## src/hdl/aps_pkg.sv

```systemverilog
// Shared types and constants for the alignment path scorer.
package aps_pkg;

    typedef enum logic [1:0] {
        KIND_MATCH  = 2'd0,
        KIND_DELETE = 2'd1,
        KIND_INSERT = 2'd2,
        KIND_START  = 2'd3
    } kind_t;

    typedef enum logic {
        OP_LOAD  = 1'b0,
        OP_SCORE = 1'b1
    } op_t;

    localparam int NUM_REGS       = 6;
    localparam int CFG_INDEX_BITS = 3;
    localparam int CFG_DATA_BITS  = 32;

    localparam logic [CFG_INDEX_BITS-1:0] REG_INTERIOR_OPEN   = 3'd0;
    localparam logic [CFG_INDEX_BITS-1:0] REG_LEFT_OPEN       = 3'd1;
    localparam logic [CFG_INDEX_BITS-1:0] REG_RIGHT_OPEN      = 3'd2;
    localparam logic [CFG_INDEX_BITS-1:0] REG_INTERIOR_EXTEND = 3'd3;
    localparam logic [CFG_INDEX_BITS-1:0] REG_LEFT_EXTEND     = 3'd4;
    localparam logic [CFG_INDEX_BITS-1:0] REG_RIGHT_EXTEND    = 3'd5;

    // Penalty register file: each entry holds the A half in 15:0, B half in 31:16
    typedef logic [NUM_REGS-1:0][CFG_DATA_BITS-1:0] cfg_file_t;

    localparam int TOTAL_BITS = 32;

endpackage

```

## src/hdl/aps_cfg_regs.sv

```systemverilog
// Penalty configuration register file.
module aps_cfg_regs (
    input  logic                                clk,
    input  logic                                rst_n,
    input  logic                                cfg_we,
    input  logic [aps_pkg::CFG_INDEX_BITS-1:0]  cfg_index,
    input  logic [aps_pkg::CFG_DATA_BITS-1:0]   cfg_data,
    output aps_pkg::cfg_file_t                  regs
);

    import aps_pkg::*;

    cfg_file_t regs_reg;

    always_ff @(posedge clk or negedge rst_n)
    begin
        if (!rst_n)
        begin
            regs_reg <= '0;
        end
        else if (cfg_we && (32'(cfg_index) < NUM_REGS))
        begin
            regs_reg[cfg_index] <= cfg_data;
        end
    end

    assign regs = regs_reg;

endmodule

```

## config.mk

```make
export PLATFORM = sky130hd
export DESIGN_NAME = aps_cfg_regs
export DESIGN_NICKNAME = d
export VERILOG_FILES = /design/src/hdl/aps_pkg.sv /design/src/hdl/aps_cfg_regs.sv
export SDC_FILE = /design/constraint.sdc
export NUM_CORES = 1
export LEC_CHECK = 0
export BUFFER_PORTS_ARGS = -buffer_cell sky130_fd_sc_hd__buf_2
export CAP_MARGIN = 20
export CORE_ASPECT_RATIO = 0.6
export CORE_MARGIN = 2
export CORE_UTILIZATION = 46
export CTS_CLUSTER_SIZE = 25
export DETAILED_ROUTE_END_ITERATION = 12
export PLACE_DENSITY = 0.78
export RECOVER_POWER = 25
export SLEW_MARGIN = 40
export SYNTH_ARGS = -nofsm -noshare
export SYNTH_HDL_FRONTEND = slang
export SYNTH_SLANG_ARGS = --single-unit
```

## constraint.sdc

```tcl
create_clock -name clk -period 0.8 [get_ports clk]
set_input_delay 0.16 -clock clk [delete_from_list [all_inputs] [get_ports clk]]
set_output_delay 0.16 -clock clk [all_outputs]
set_load 0.01 [all_outputs]
```

==> impl_metrics.json <==
{
  "status": "complete, but fails checks",
  "violations": "setup timing",
  "worstPathArrival_ns": 1.00,
  "switching_share_pct": 29.7,
  "crit_fanout": 2,
  "start_util_pct": 47.3,
  "drtIter0Drc": 302,
  "die_area_sq_um": 16900,
  "route.antenna.remaining_nets": 0,
  "switchingPower_mw": 9.78,
  "first_global_vias": 5565,
  "drc_errors": 0,
  "crit_chain": "buf_2",
  "io_pins": 230,
  "ys_types": 11,
  "fmax_ghz": 0.863,
  "cp.buffers_inverters": 1,
  "finalSetupViolations": 571,
  "ys_warn_count": 0,
  "ir_worst_vdd_mv": 1.60,
  "clock_tree.root_cell": "clkbuf_16",
  "setup_ws_ns": -0.359,
  "cellPowerDensity_nw_per_um2": 2730,
  "critPathKind": "reg -> out",
  "vias": 5343,
  "die_h_microns": 102,
  "dr.pass1.iters": 4,
  "clk_path_buf_depth": 2,
  "synth_ff_type": "dfrtp_1",
  "ys_seq_area_share_pct": 65.9,
  "post-place-ws_ns": -0.712,
  "antenna_cells": 0,
  "final_hold_viol_count": 0,
  "maxCapViolCount": 0,
  "synth.area.mux_share_pct": 29.6,
  "seqPwrFrac_pct": 40.7,
  "tightestPinTransition_ns": 0.599,
  "ys_top_cells_by_area": "dfrtp_1, mux2_2, mux2_1, buf_12, buf_8",
  "synth_commonest_cells": "dfrtp_1, mux2_2, mux2_1, buf_2, buf_12",
  "synthArstFlopShare_pct": 100,
  "synthAdderAreaFrac_pct": 0,
  "synth_edf_count": 0,
  "cp-end-kind": "output port",
  "min_period_ns": 1.16,
  "synth_seq_cells": 192,
  "yosysTopAreaCellShare_pct": 65.9,
  "synthSimpleGateAreaFrac_pct": 0.978,
  "slew_headroom_pct": 60.0,
  "synth_compound_area_share_pct": 0,
  "portBuffers": 229,
  "syn_inst": 412,
  "vias_per_cell": 5.21,
  "clockPowerShare_pct": 26.5,
  "die_w_microns": 167,
  "synth_top_family_by_area": "multiplexers",
  "leakage_nw": 6.19,
  "path_clk_slew_ns": 0.08,
  "drive_above_1_share_pct": 76.3,
  "dp_hpwl_mm": 12.6,
  "period_share_pct": 145,
  "cts_tree": "yes",
  "routed_wl_mm": 25.9,
  "fin_nets": 848,
  "cts_buffers": 17,
  "min_path_type": "in -> reg",
  "syn_to_final_growth_pct": 65.6,
  "cp.required_ns": 0.64,
  "slowest_delay_ns": 0.42,
  "synth.most_common_cell": "dfrtp_1",
  "p_int_mw": 23.1,
  "p_total_mw": 32.9,
  "core_area_sq_um": 15400,
  "ctsHtreeMaxLevel": 4,
  "row_count": 35,
  "syn_area_sq_um": 7290,
  "drv_slew": 0,
  "cp_slowest_cell": "dfrtp_1",
  "rsz0062_at_grt": "true",
  "cts_sinks": 192,
  "synth_nets": 450,
  "finalClockSkew_ns": 0,
  "avgSynthCellArea_sq_um": 17.7,
  "power_frac_comb_pct": 32.8,
  "largest_register_ffs": 192,
  "synth_xor_area_share_pct": 0,
  "insertion_delay_ns": 0.42,
  "wl_per_cell_microns": 25.2,
  "synth.largest_area_cell": "dfrtp_1",
  "antenna_found_initial": 0,
  "grt_pass1_wl_mm": 36.9,
  "critical_path.top_delay_family": "flip-flops",
  "worst_setup_path_start_kind": "flip-flop",
  "grt_use_total_pct": 30.1,
  "grt_max_degree": 35,
  "grt_overflow": 0,
  "gp_congestion": 0.747
}
layout make-up:
cell class                      count  area [sq um]
Multi-Input combinational cell    198          2940
Clock inverter                     15           170
Fill cell                         842          3340
Tap cell                          203           254
Timing Repair Buffer              401          3480
Sequential cell                   192          4800
Clock buffer                       17           425
per-layer routing:
layer / wire length, microns / global-route usage [%] / vias up
li1: - / - / 2253
met1: 11700 / 43.0 / 2828
met2: 11900 / 45.4 / 236
met3: 2000 / 9.57 / 26
met4: 314 / 7.49 / 0
met5: 0 / 0 / -
final timing paths:
path                            depth (start not counted)            startpoint  slack [ns]               endpoint
worst max-delay path                                    1  regs[15]$_DFFE_PN0P_       -0.36               regs[15]
worst min-delay path                                    2          cfg_data[11]        0.06  regs[139]$_DFFE_PN0P_
worst max register to register                          3  regs[51]$_DFFE_PN0P_       -0.24   regs[51]$_DFFE_PN0P_
worst min register to register                          1  regs[96]$_DFFE_PN0P_        0.51   regs[96]$_DFFE_PN0P_
max in group asynchronous                               3                 rst_n       -0.13  regs[146]$_DFFE_PN0P_
min in group asynchronous                               2                 rst_n        0.31  regs[132]$_DFFE_PN0P_
cell usage in the layout, fill, tap and decap left out, drive strengths merged:
master,synthesis,final
dfrtp,192,192
inv,0,8
dlygate4sd3,0,1
nor4b,1,1
clkbuf,0,17
nor4bb,3,3
buf,22,400
mux2,192,192
nand4b,2,2
bufinv,0,1
clkinv,0,6
repair_timing:
action,CTS,global route
endpoints found under the hold margin,192,0
pin swaps,5,3
cloned,19,0
gates resized for setup,147,70
endpoints found under the setup margin,384,384
setup buffers,91,74
hold buffers,1,0
metrics by stage:
stage | util [%] | std cells | area [sq um] | hold slack (ns) | TNS (ns)
finish | 78.3 | 1026 | 12100 | 0.0558 | -110.82
global route | 78.3 | 1026 | 12100 | 0.0568 | -131.61
CTS | 75.6 | 989 | 11700 | 0.0389 | -90.66
detailed placement | 59.8 | 846 | 9220 | 0.0288 | -122.24
global placement | 59.8 | 846 | 9220 | 0.0242 | -118.66
floorplan | - | 412 | 7750 | -0.136 | -76.86
power by group through the flow:
stage | clock, mW | sequential [mW] | combinational [mW]
2_1_floorplan | 0 | 14.1 | 2.73
3_3_place_gp | 0 | 13.1 | 6.89
3_5_place_dp | 0 | 13.2 | 7.06
4_1_cts | 8.72 | 13.1 | 9.37
5_1_grt | 9.26 | 13.6 | 11.3
6_report | 8.71 | 13.4 | 10.8
cell families (layout without fill, tap and decap cells):
logic type / Yosys count / after routing
buffers and inverters: 22 / 433
AND/OR/NAND/NOR: 6 / 6
flip-flops: 192 / 192
multiplexers: 192 / 192
Note: power is estimated with default switching activity, not from simulation.
