$ cat config.mk
export PLATFORM = sky130hd
export DESIGN_NAME = aps_column
export DESIGN_NICKNAME = d
export VERILOG_FILES = /design/src/hdl/aps_pkg.sv /design/src/hdl/aps_column.sv
export SDC_FILE = /design/constraint.sdc
export NUM_CORES = 1
export LEC_CHECK = 0
export BUFFER_PORTS_ARGS = -buffer_cell sky130_fd_sc_hd__buf_2
export CORE_AREA = 8 8 141 143
export DETAILED_ROUTE_END_ITERATION = 8
export DIE_AREA = 0 0 149 151
export PLACE_DENSITY_LB_ADDON = 0.1
export SLEW_MARGIN = 20
export SYNTH_ARGS = -nofsm -noshare
export SYNTH_HDL_FRONTEND = slang
export SYNTH_SLANG_ARGS = --single-unit
export TNS_END_PERCENT = 5
$ cat constraint.sdc
create_clock -name vclk -period 8.36
set_clock_uncertainty 0.1 [all_clocks]
set_input_delay 0.418 -clock vclk [all_inputs]
set_output_delay 0.418 -clock vclk [all_outputs]
set_load 0.02 [all_outputs]
$ cat src/hdl/aps_pkg.sv
// Shared types and constants for the alignment path scorer.
package aps_pkg;

    typedef enum logic [1:0] {
        KIND_MATCH  = 2'd0,
        KIND_DELETE = 2'd1,
        KIND_INSERT = 2'd2,
        KIND_START  = 2'd3
    } kind_t;

    typedef enum logic {
        OP_LOAD  = 1'b0,
        OP_SCORE = 1'b1
    } op_t;

    localparam int NUM_REGS       = 6;
    localparam int CFG_INDEX_BITS = 3;
    localparam int CFG_DATA_BITS  = 32;

    localparam logic [CFG_INDEX_BITS-1:0] REG_INTERIOR_OPEN   = 3'd0;
    localparam logic [CFG_INDEX_BITS-1:0] REG_LEFT_OPEN       = 3'd1;
    localparam logic [CFG_INDEX_BITS-1:0] REG_RIGHT_OPEN      = 3'd2;
    localparam logic [CFG_INDEX_BITS-1:0] REG_INTERIOR_EXTEND = 3'd3;
    localparam logic [CFG_INDEX_BITS-1:0] REG_LEFT_EXTEND     = 3'd4;
    localparam logic [CFG_INDEX_BITS-1:0] REG_RIGHT_EXTEND    = 3'd5;

    // Penalty register file: each entry holds the A half in 15:0, B half in 31:16
    typedef logic [NUM_REGS-1:0][CFG_DATA_BITS-1:0] cfg_file_t;

    localparam int TOTAL_BITS = 32;

endpackage

$ cat src/hdl/aps_column.sv
// Combinational scoring of one path column against the current path state.
module aps_column #(
    parameter int LENGTH_BITS = 16,
    parameter int SCORE_BITS  = 16
) (
    input  aps_pkg::cfg_file_t                  regs,
    input  aps_pkg::kind_t                      prev_kind,
    input  logic [LENGTH_BITS-1:0]              pos_a,
    input  logic [LENGTH_BITS-1:0]              pos_b,
    input  logic signed [aps_pkg::TOTAL_BITS-1:0] total,
    input  logic                                err,
    input  logic [1:0]                          kind,
    input  logic [LENGTH_BITS-1:0]              len_a,
    input  logic [LENGTH_BITS-1:0]              len_b,
    input  logic signed [SCORE_BITS-1:0]        match_value,
    output aps_pkg::kind_t                      prev_kind_next,
    output logic [LENGTH_BITS-1:0]              pos_a_next,
    output logic [LENGTH_BITS-1:0]              pos_b_next,
    output logic signed [aps_pkg::TOTAL_BITS-1:0] total_next,
    output logic                                err_next
);

    import aps_pkg::*;

    localparam int SUM_BITS = TOTAL_BITS + 2;
    localparam logic signed [SUM_BITS-1:0] SAT_MAX = SUM_BITS'(32'sh7FFF_FFFF);
    localparam logic signed [SUM_BITS-1:0] SAT_MIN = SUM_BITS'(32'sh8000_0000);

    // A 16-bit signed penalty wrapped to the score width
    function automatic logic signed [SCORE_BITS-1:0] pen(input logic [15:0] h);
        logic signed [31:0] w;
        begin
            w = 32'(signed'(h));
            return w[SCORE_BITS-1:0];
        end
    endfunction

    function automatic logic signed [SCORE_BITS-1:0] half_a(input logic [31:0] r);
        begin
            return pen(r[15:0]);
        end
    endfunction

    function automatic logic signed [SCORE_BITS-1:0] half_b(input logic [31:0] r);
        begin
            return pen(r[31:16]);
        end
    endfunction

    logic                         ok;
    logic                         left_a;
    logic                         left_b;
    logic                         right_a;
    logic                         right_b;
    logic [LENGTH_BITS-1:0]       ia;
    logic [LENGTH_BITS-1:0]       ib;
    logic signed [SCORE_BITS-1:0] match;
    logic signed [SCORE_BITS-1:0] gap;
    logic signed [SUM_BITS-1:0]   sum;

    always_comb
    begin
        ia     = pos_a;
        ib     = pos_b;
        match  = '0;
        ok     = 1'b0;
        left_a = (pos_a == '0);
        left_b = (pos_b == '0);
        case (kind)
            KIND_MATCH:
            begin
                ok    = (pos_a < len_a) && (pos_b < len_b);
                ia    = pos_a + 1'b1;
                ib    = pos_b + 1'b1;
                match = match_value;
            end
            KIND_DELETE:
            begin
                ok = (pos_a < len_a);
                ia = pos_a + 1'b1;
            end
            KIND_INSERT:
            begin
                ok = (pos_b < len_b);
                ib = pos_b + 1'b1;
            end
            default:
            begin
                ok = 1'b0;
            end
        endcase

        right_a = (len_a != '0) && (ia == len_a);
        right_b = (len_b != '0) && (ib == len_b);

        gap = '0;
        case (prev_kind)
            KIND_START:
            begin
                if (kind == KIND_DELETE)
                    gap = half_b(regs[REG_LEFT_OPEN]);
                else if (kind == KIND_INSERT)
                    gap = half_a(regs[REG_LEFT_OPEN]);
            end
            KIND_MATCH:
            begin
                if (kind == KIND_DELETE)
                    gap = right_b ? half_b(regs[REG_RIGHT_OPEN])
                                  : half_b(regs[REG_INTERIOR_OPEN]);
                else if (kind == KIND_INSERT)
                    gap = right_a ? half_a(regs[REG_RIGHT_OPEN])
                                  : half_a(regs[REG_INTERIOR_OPEN]);
            end
            KIND_DELETE:
            begin
                if (kind == KIND_DELETE)
                    gap = left_b  ? half_b(regs[REG_LEFT_EXTEND]) :
                          right_b ? half_b(regs[REG_RIGHT_EXTEND]) :
                                    half_b(regs[REG_INTERIOR_EXTEND]);
            end
            KIND_INSERT:
            begin
                if (kind == KIND_INSERT)
                    gap = left_a  ? half_a(regs[REG_LEFT_EXTEND]) :
                          right_a ? half_a(regs[REG_RIGHT_EXTEND]) :
                                    half_a(regs[REG_INTERIOR_EXTEND]);
            end
            default:
            begin
                gap = '0;
            end
        endcase

        sum = SUM_BITS'(total) + SUM_BITS'(match) + SUM_BITS'(gap);

        if (ok)
        begin
            prev_kind_next = kind_t'(kind);
            pos_a_next     = ia;
            pos_b_next     = ib;
            err_next       = err;
            if (sum > SAT_MAX)
                total_next = 32'sh7FFF_FFFF;
            else if (sum < SAT_MIN)
                total_next = 32'sh8000_0000;
            else
                total_next = sum[TOTAL_BITS-1:0];
        end
        else
        begin
            // bad kind or overrun: flag it, leave the path where it is
            prev_kind_next = prev_kind;
            pos_a_next     = pos_a;
            pos_b_next     = pos_b;
            err_next       = 1'b1;
            total_next     = total;
        end
    end

endmodule

==> flow_summary.yaml, run 1 <==
layout:
  fin_nets: 1874
  syn_to_final_growth_pct: 24.8
  drive_gt1_share_pct: 32.0
  clock_buffers: 0
  ff_latch_area_sq_um: 0
  nFillCells: 1784
  seq_cell_count: 0
  fin_area_sq_mm: 0.0102
  fin_util_pct: 57.7
setup_path:
  path_buf_inv: 5
  cp-start-kind: "primary input"
  critPathTopFamily: "compound AO/OA/AOI/OAI gates"
  slowest_stage: "fa_1"
  worstPathArrival_ns: 7.24
  critPathRequiredTime_ns: 7.84
  cp-end-kind: "output pin"
  setup.worst_path.class: "in2out"
  cp_max_fo: 8
  slowest_delay_ns: 0.54
route:
  ant_nets: 0
  dr.pass1.iters: 8
  drc_errors: 0
  finalWirelength_mm: 35.5
  drt_iter0_drc: 721
  vias: 10200
  wl_per_cell_microns: 20.7
  via_per_inst: 5.95
global_route:
  grt_usage_pct: 29.1
  grt_pass1_wl_mm: 53.0
  use_met1_pct: 37.5
  grtUsageMet3_pct: 4.51
  busiest_layer: "met2"
  use_met2_pct: 48.2
  antenna_found_initial: 17
  grt_pass1_vias: 9688
  grt_max_degree: 63
  grt_overflow: 0
die:
  start_util_pct: 46.3
  num_rows: 49
  die_w_microns: 149
  ioPinCount: 376
  dieArea_sq_mm: 0.0225
  coreArea_sq_mm: 0.0177
  die_h_microns: 151
logic_synthesis:
  synthTopCellsByArea: "ha_1 (10%), fa_1 (8.1%), nand2_1 (7.4%)"
  syn-cell-area_sq_mm: 0.00817
  synth_seq_area_share_pct: 0
  synth_nets: 1559
  synth.most_common_cell: "nand2_1"
  synth_cells: 1151
  syn_area_per_cell_sq_um: 7.10
  synthTopCellsByCount: "nand2_1 (161), a21oi_1 (70), nor2_1 (70)"
  yosysTopAreaCell: "ha_1"
  netlist.area_leader.share_pct: 10.1
  yosysUniqueCellTypes: 80
  yosys_warnings: 0
placed_design:
  gp_congestion: 0.926
  place_ws_ns: 0.356
  dpl_cell_area_sq_mm: 0.0101
  place.port_buffers: 376
  place_hpwl_mm: 30.0
timing:
  slew_headroom_pct: 33.0
  fin_ws_ns: 0.599
  worst-slew-pin-transition_ns: 1.01
  rsz0062_at_grt: "no"
  maxSlewViolCount: 0
  setup_tns_ns: 0
  fmax_mhz: 129
  finalHoldViolCount: 0
  period_minus_slack_ns: 7.76
  fin_hold_ws_ns: 1.04
  min_period_over_period_pct: 92.8
  finalSetupViolations: 0
cts:
  cts_hold_buf: 0
  ctsResizeCount: 0
  postCtsSetupRepairBufs: 0
pwr:
  power.density_mw_per_mm2: 86.9
  ir_worst_vdd_v: 0.000100
  p_leak_uw: 0.00484
worst_hold_path:
  holdCritPathClass: "in2out"
run:
  drv_cap: 0
status:
  outcome: "complete, no violations"
layout make-up:
class,count,area (sq um),share of cell area [%]
timing repair buffer,400,2090,20.5
antenna,19,47.5,0.467
inverter,57,214,2.10
tap,229,287,2.81
multi-input combinational,1007,7560,74.1
layout by cell type (no fill, tap or decap), drive strengths merged, types with 5 or more instances in the layout:
master | synthesis | final
xnor2 | 58 | 58
nand3 | 32 | 32
a211oi | 9 | 9
o21bai | 21 | 21
nand2 | 161 | 161
nor3 | 15 | 15
nor2b | 8 | 8
inv | 57 | 57
o211ai | 26 | 26
nor3b | 7 | 7
nand4b | 6 | 6
nor4 | 18 | 18
o21ai | 38 | 38
mux2i | 20 | 20
o311ai | 22 | 22
nor2 | 71 | 71
mux2 | 33 | 33
a221o | 6 | 6
and3b | 5 | 5
nand2b | 16 | 16
ha | 66 | 66
a22oi | 16 | 16
a21o | 32 | 32
xor2 | 32 | 32
and4 | 7 | 7
fa | 33 | 33
o211a | 17 | 17
buf | 42 | 400
nand4 | 32 | 32
diode | 0 | 19
and2 | 18 | 18
a221oi | 15 | 15
a21oi | 72 | 72
and3 | 26 | 26
o31ai | 17 | 17
final timing paths:
kind | startpoint | to | slack [ns] | cells after the start
max | pos_b[0] | total_next[9] | 0.60 | 26
min | err | err_next | 1.04 | 3
layer usage:
layer,up-vias,wire length (microns),share of wire [%]
met5,-,26,0.073
met4,4,1320,3.7
met2,539,16500,46
met3,65,3350,9.4
met1,4673,14300,40
li1,4897,-,-
stage by stage:
stage	total power, uW	cells
final	886	1712
after global routing	962	1708
after CTS	876	1693
after detailed placement	870	1693
after global placement	869	1693
after floorplan	565	1151
power by group:
| part | internal [uW] | switching (uW) |
|---|---|---|
| Sequential | 0 | 0 |
| Combinational | 340 | 546 |
| Clock | 0.000304 | 0 |
| Total | 340 | 546 |
cell families (layout without fill, tap and decap cells):
| logic type | count (synthesis) | count (layout) | synth area share (%) |
|---|---|---|---|
| AO/OA/AOI/OAI | 335 | 335 | 30.5 |
| AND/OR/NAND/NOR | 430 | 430 | 26.6 |
| multiplexers | 53 | 53 | 7.00 |
| adder cells (fa/ha/maj) | 99 | 99 | 18.2 |
| buffers and inverters | 144 | 457 | 8.03 |
| XOR/XNOR | 90 | 90 | 9.65 |
| other | 0 | 19 | 0 |
(Power assumes the default switching activity.)
==> run 2, diff against run 1 <==
- CORE_AREA: 8 8 141 143 -> default
- CORE_ASPECT_RATIO: default -> 0.9
- CORE_MARGIN: default -> 8
- CORE_UTILIZATION: default -> 50
- DIE_AREA: 0 0 149 151 -> default
==> flow_summary.yaml, run 2 (same netlist as run 1, synthesis figures left out) <==
placed_design:
  place.port_buffers: 376
  place_hpwl_mm: 29.6
  gp_congestion: 1.02
worst_hold_path:
  holdCritPathClass: "in2out"
  hold_path.startpoint: "err"
timing:
  fmax_mhz: 130
  maxSlewViolCount: 0
  setup_tns_ns: 0
  period_minus_slack_ns: 7.67
  finalHoldViolCount: 0
  min_period_over_period_pct: 91.8
  finalSetupViolations: 0
  worst-slew-pin-transition_ns: 1.17
  rsz0062_at_grt: "yes"
  fin_hold_ws_ns: 1.04
  slew_headroom_pct: 21.5
route:
  via_per_inst: 6.12
  vias: 10400
  wl_met2_mm: 16.2
  wl_per_cell_microns: 20.6
  dr.pass1.iters: 5
  wl_met1_mm: 14.0
  wl_met3_mm: 3.48
  drt_iter0_drc: 861
  topRoutingLayerUsed: "met5"
  finalWirelength_mm: 35.0
  ant_nets: 0
  drc_errors: 0
setup_path:
  critPathRequiredTime_ns: 7.84
  critPathLaunch: "pos_a[0]"
  crit_top_cell: "a21oi_1"
  slowest_stage: "a211oi_2"
  critPathTopFamily: "compound AO/OA/AOI/OAI gates"
  slowest_delay_ns: 0.47
  cp-end-kind: "output pin"
  worstPathArrival_ns: 7.16
  path_buf_inv: 6
  cp-start-kind: "primary input"
  setup.worst_path.class: "in2out"
  cp_max_fo: 41
status:
  outcome: "complete, no violations"
die:
  coreArea_sq_mm: 0.0161
  num_rows: 44
  die_w_microns: 151
  start_util_pct: 50.8
  die_h_microns: 137
  ioPinCount: 376
  dieArea_sq_mm: 0.0207
layout:
  ff_latch_area_sq_um: 0
  fin_nets: 1871
  layout_commonest_cell: "buf_2"
  multiInputGateArea_sq_mm: 0.00756
  clock_buffers: 0
  syn_to_final_growth_pct: 24.3
  seq_cell_count: 0
  nFillCells: 1555
  drive_gt1_share_pct: 32.0
  layout_common_cells: "buf_2 (376), nand2_1 (161), a21oi_1 (70), nor2_1 (68), ha_1 (66)"
pwr:
  p_int_uw: 334
  power_frac_clock_pct: 0
  p_sw_uw: 542
  p_leak_uw: 0.00482
  seqPwrFrac_pct: 0
  combPwrFrac_pct: 100.0
  ir_worst_vdd_v: 0.0000974
  power.density_mw_per_mm2: 86.3
  switching_share_pct: 61.8
run:
  drv_cap: 0
global_route:
  grt_usage_pct: 31.1
  grt_max_degree: 44
  antenna_found_initial: 29
  grt_pass1_wl_mm: 51.9
  grt_pass1_vias: 9672
  grt_overflow: 0
cts:
  postCtsSetupRepairBufs: 0
-- run 2: stage by stage --
stage          setup slack [ns]  power, uW  util [%]  cell area, sq um  cells
6_report                  0.685        876      63.2             10200   1696
5_1_grt                  0.0120        955      63.1             10100   1693
4_1_cts                   0.462        865      62.6             10100   1668
3_5_place_dp              0.488        859      62.6             10100   1668
3_3_place_gp              0.649        858      62.6             10100   1668
2_1_floorplan             0.252        565         -              8170   1151
-- run 2: tightest hold or removal path, stage by stage --
cell and delay, ns:
buf_2 0.07, nand2b_1 0.08, buf_2 0.15
-- run 2: layout make-up --
| cell class | count | area share, % |
|---|---|---|
| inverters | 57 | 2.11 |
| diodes | 28 | 0.690 |
| well taps | 207 | 2.55 |
| repair buffers | 397 | 20.2 |
| multi-input cells | 1007 | 74.4 |
-- run 2: timing repair --
item / in CTS / in global routing
hold buffers: 0 / 0
gates resized for setup: 0 / 2
setup endpoints to repair: 0 / 13
-- run 2: metal layers --
layer	vias to the layer above	track usage, %
met2	564	50.7
met5	-	0
met4	8	12.3
met1	4811	40.4
met3	87	4.70
li1	4905	-
-- run 2: final timing paths --
path              slack (ns)  cells past startpoint              to
setup / recovery        0.69                     28  total_next[10]
hold / removal          1.04                      3        err_next
-- run 2: power groups by stage --
stage	clock (uW)	sequential (uW)	combinational (uW)
floorplan	0	0	565
global placement	0	0	858
detailed placement	0	0	859
CTS	0	0	865
global route	0.000400	0	955
finish	0.000449	0	876
==> run 3, diff against run 2 <==
- CAP_MARGIN: default -> 20
- CELL_PAD_IN_SITES_DETAIL_PLACEMENT: default -> 1
- CELL_PAD_IN_SITES_GLOBAL_PLACEMENT: default -> 2
- CORE_UTILIZATION: 50 -> 26
==> flow_summary.yaml, run 3 (same netlist as run 1, synthesis figures left out) <==
timing:
  min_period_over_period_pct: 94.4
  fmax_mhz: 127
  slew_headroom_pct: 33.7
  rsz0062_at_grt: "yes"
  worst-slew-pin-transition_ns: 0.994
  finalSetupViolations: 0
  maxSlewViolCount: 0
  setup_tns_ns: 0
  period_minus_slack_ns: 7.89
  fin_hold_ws_ns: 1.05
  finalHoldViolCount: 0
route:
  ant_nets: 0
  drt_iter0_drc: 437
  wl_per_cell_microns: 23.2
  vias: 10100
  drc_errors: 0
  dr.pass1.iters: 5
  via_per_inst: 5.35
  finalWirelength_mm: 43.9
setup_path:
  worstPathArrival_ns: 7.38
  crit_end: "total_next[21]"
  critPathTopFamily: "compound AO/OA/AOI/OAI gates"
  path_buf_inv: 4
  critPathLaunch: "kind[1]"
  slowest_delay_ns: 0.56
  cp_max_fo: 17
  slowest_stage: "fa_1"
  crit_chain: "buf_2 -> and4b_1 -> nand2_1 -> a2111o_1 -> a21boi_1 -> o2111a_2 -> buf_4 -> mux2_2 -> a22oi_1 -> o211ai_1 -> o21bai_1 -> fa_1 -> inv_1 -> fa_1 -> nand2b_1 -> a21o_1 -> a21oi_1 -> o21ai_0 -> a21oi_2 -> o21ai_0 -> a211oi_2 -> o21ai_1 -> a311oi_1 -> buf_2"
  cp-end-kind: "output pin"
  critPathRequiredTime_ns: 7.84
  cp.depth: 24
  cp-start-kind: "primary input"
  setup.worst_path.class: "in2out"
global_route:
  antenna_found_initial: 3
  grt_overflow: 0
  grt_pass1_vias: 10600
  grt_max_degree: 61
  grt_pass1_wl_mm: 65.6
  grt_usage_pct: 21.9
die:
  start_util_pct: 26.4
  num_rows: 61
  dieArea_sq_mm: 0.0374
  die_w_microns: 203
  die_h_microns: 184
  ioPinCount: 376
  coreArea_sq_mm: 0.0309
layout:
  seq_cell_count: 0
  layout_commonest_cell: "buf_2"
  drive_gt1_share_pct: 33.0
  syn_to_final_growth_pct: 29.0
  fin_util_pct: 34.1
  multiInputGateArea_sq_mm: 0.00761
  ff_latch_area_sq_um: 0
  layout_common_cells: "buf_2 (376), nand2_1 (161), a21oi_1 (69), nor2_1 (69), ha_1 (66)"
  clock_buffers: 0
  fin_nets: 1890
  nFillCells: 3991
worst_hold_path:
  holdPathStages: 3
  holdCritPathClass: "in2out"
placed_design:
  gp_congestion: 0.880
  place_hpwl_mm: 37.5
  place.port_buffers: 376
pwr:
  p_leak_uw: 0.00493
  ir_worst_vdd_v: 0.0000713
  power.density_mw_per_mm2: 88.9
cts:
  cts_hold_buf: 0
run:
  drv_cap: 0
status:
  outcome: "complete, no violations"
## run 3: changes by cell type in the layout (fill, tap and decap cells not counted), sizes merged
cell | previous run | this run
diode | 28 | 2
buf | 397 | 415
o2111a | 1 | 2
## run 3: per-layer routing
layer	vias up	part of all wire [%]	GRT usage, %
li1	4909	-	-
met4	4	2.1	4.20
met2	306	46	36.6
met3	42	6.0	3.70
met5	-	0.062	0
met1	4861	46	29.5
## run 3: stage by stage
step,total power [uW],cell area [sq um],instances,setup slack [ns]
2_1_floorplan,565,8170,1151,0.252
3_3_place_gp,928,10500,1887,0.113
6_report,937,10500,1891,0.465
4_1_cts,939,10500,1887,0.141
5_1_grt,1030,10500,1890,-0.0777
3_5_place_dp,931,10500,1887,-0.0322
## run 3: worst min path at each step
stage / from / endpoint / slack (ns)
floorplan: pos_a[12] / pos_a_next[12] / 0.86
global placement: err / err_next / 1.04
detailed placement: err / err_next / 1.05
CTS: err / err_next / 1.05
global route: err / err_next / 1.08
finish: err / err_next / 1.05
## run 3: final cells by class
cell class	count	share of cell area [%]
Timing Repair Buffer	415	20.9
Tap cell	409	4.86
Antenna cell	2	0.0475
Multi-Input combinational cell	1008	72.2
Inverter	57	2.03
## run 3: repair_timing
item | in CTS | in global routing
gates resized for setup | 1 | 9
pin swaps | 0 | 1
buffers inserted | 0 | 1
endpoints found under the setup margin | 12 | 30
cloned | 0 | 1
## run 3: power by group
group	total, uW	switching (uW)	leakage (uW)	internal (uW)
Sequential	0	0	0	0
Combinational	937	581	0.00493	356
Clock	0.0000322	0	0.0000000127	0.0000321
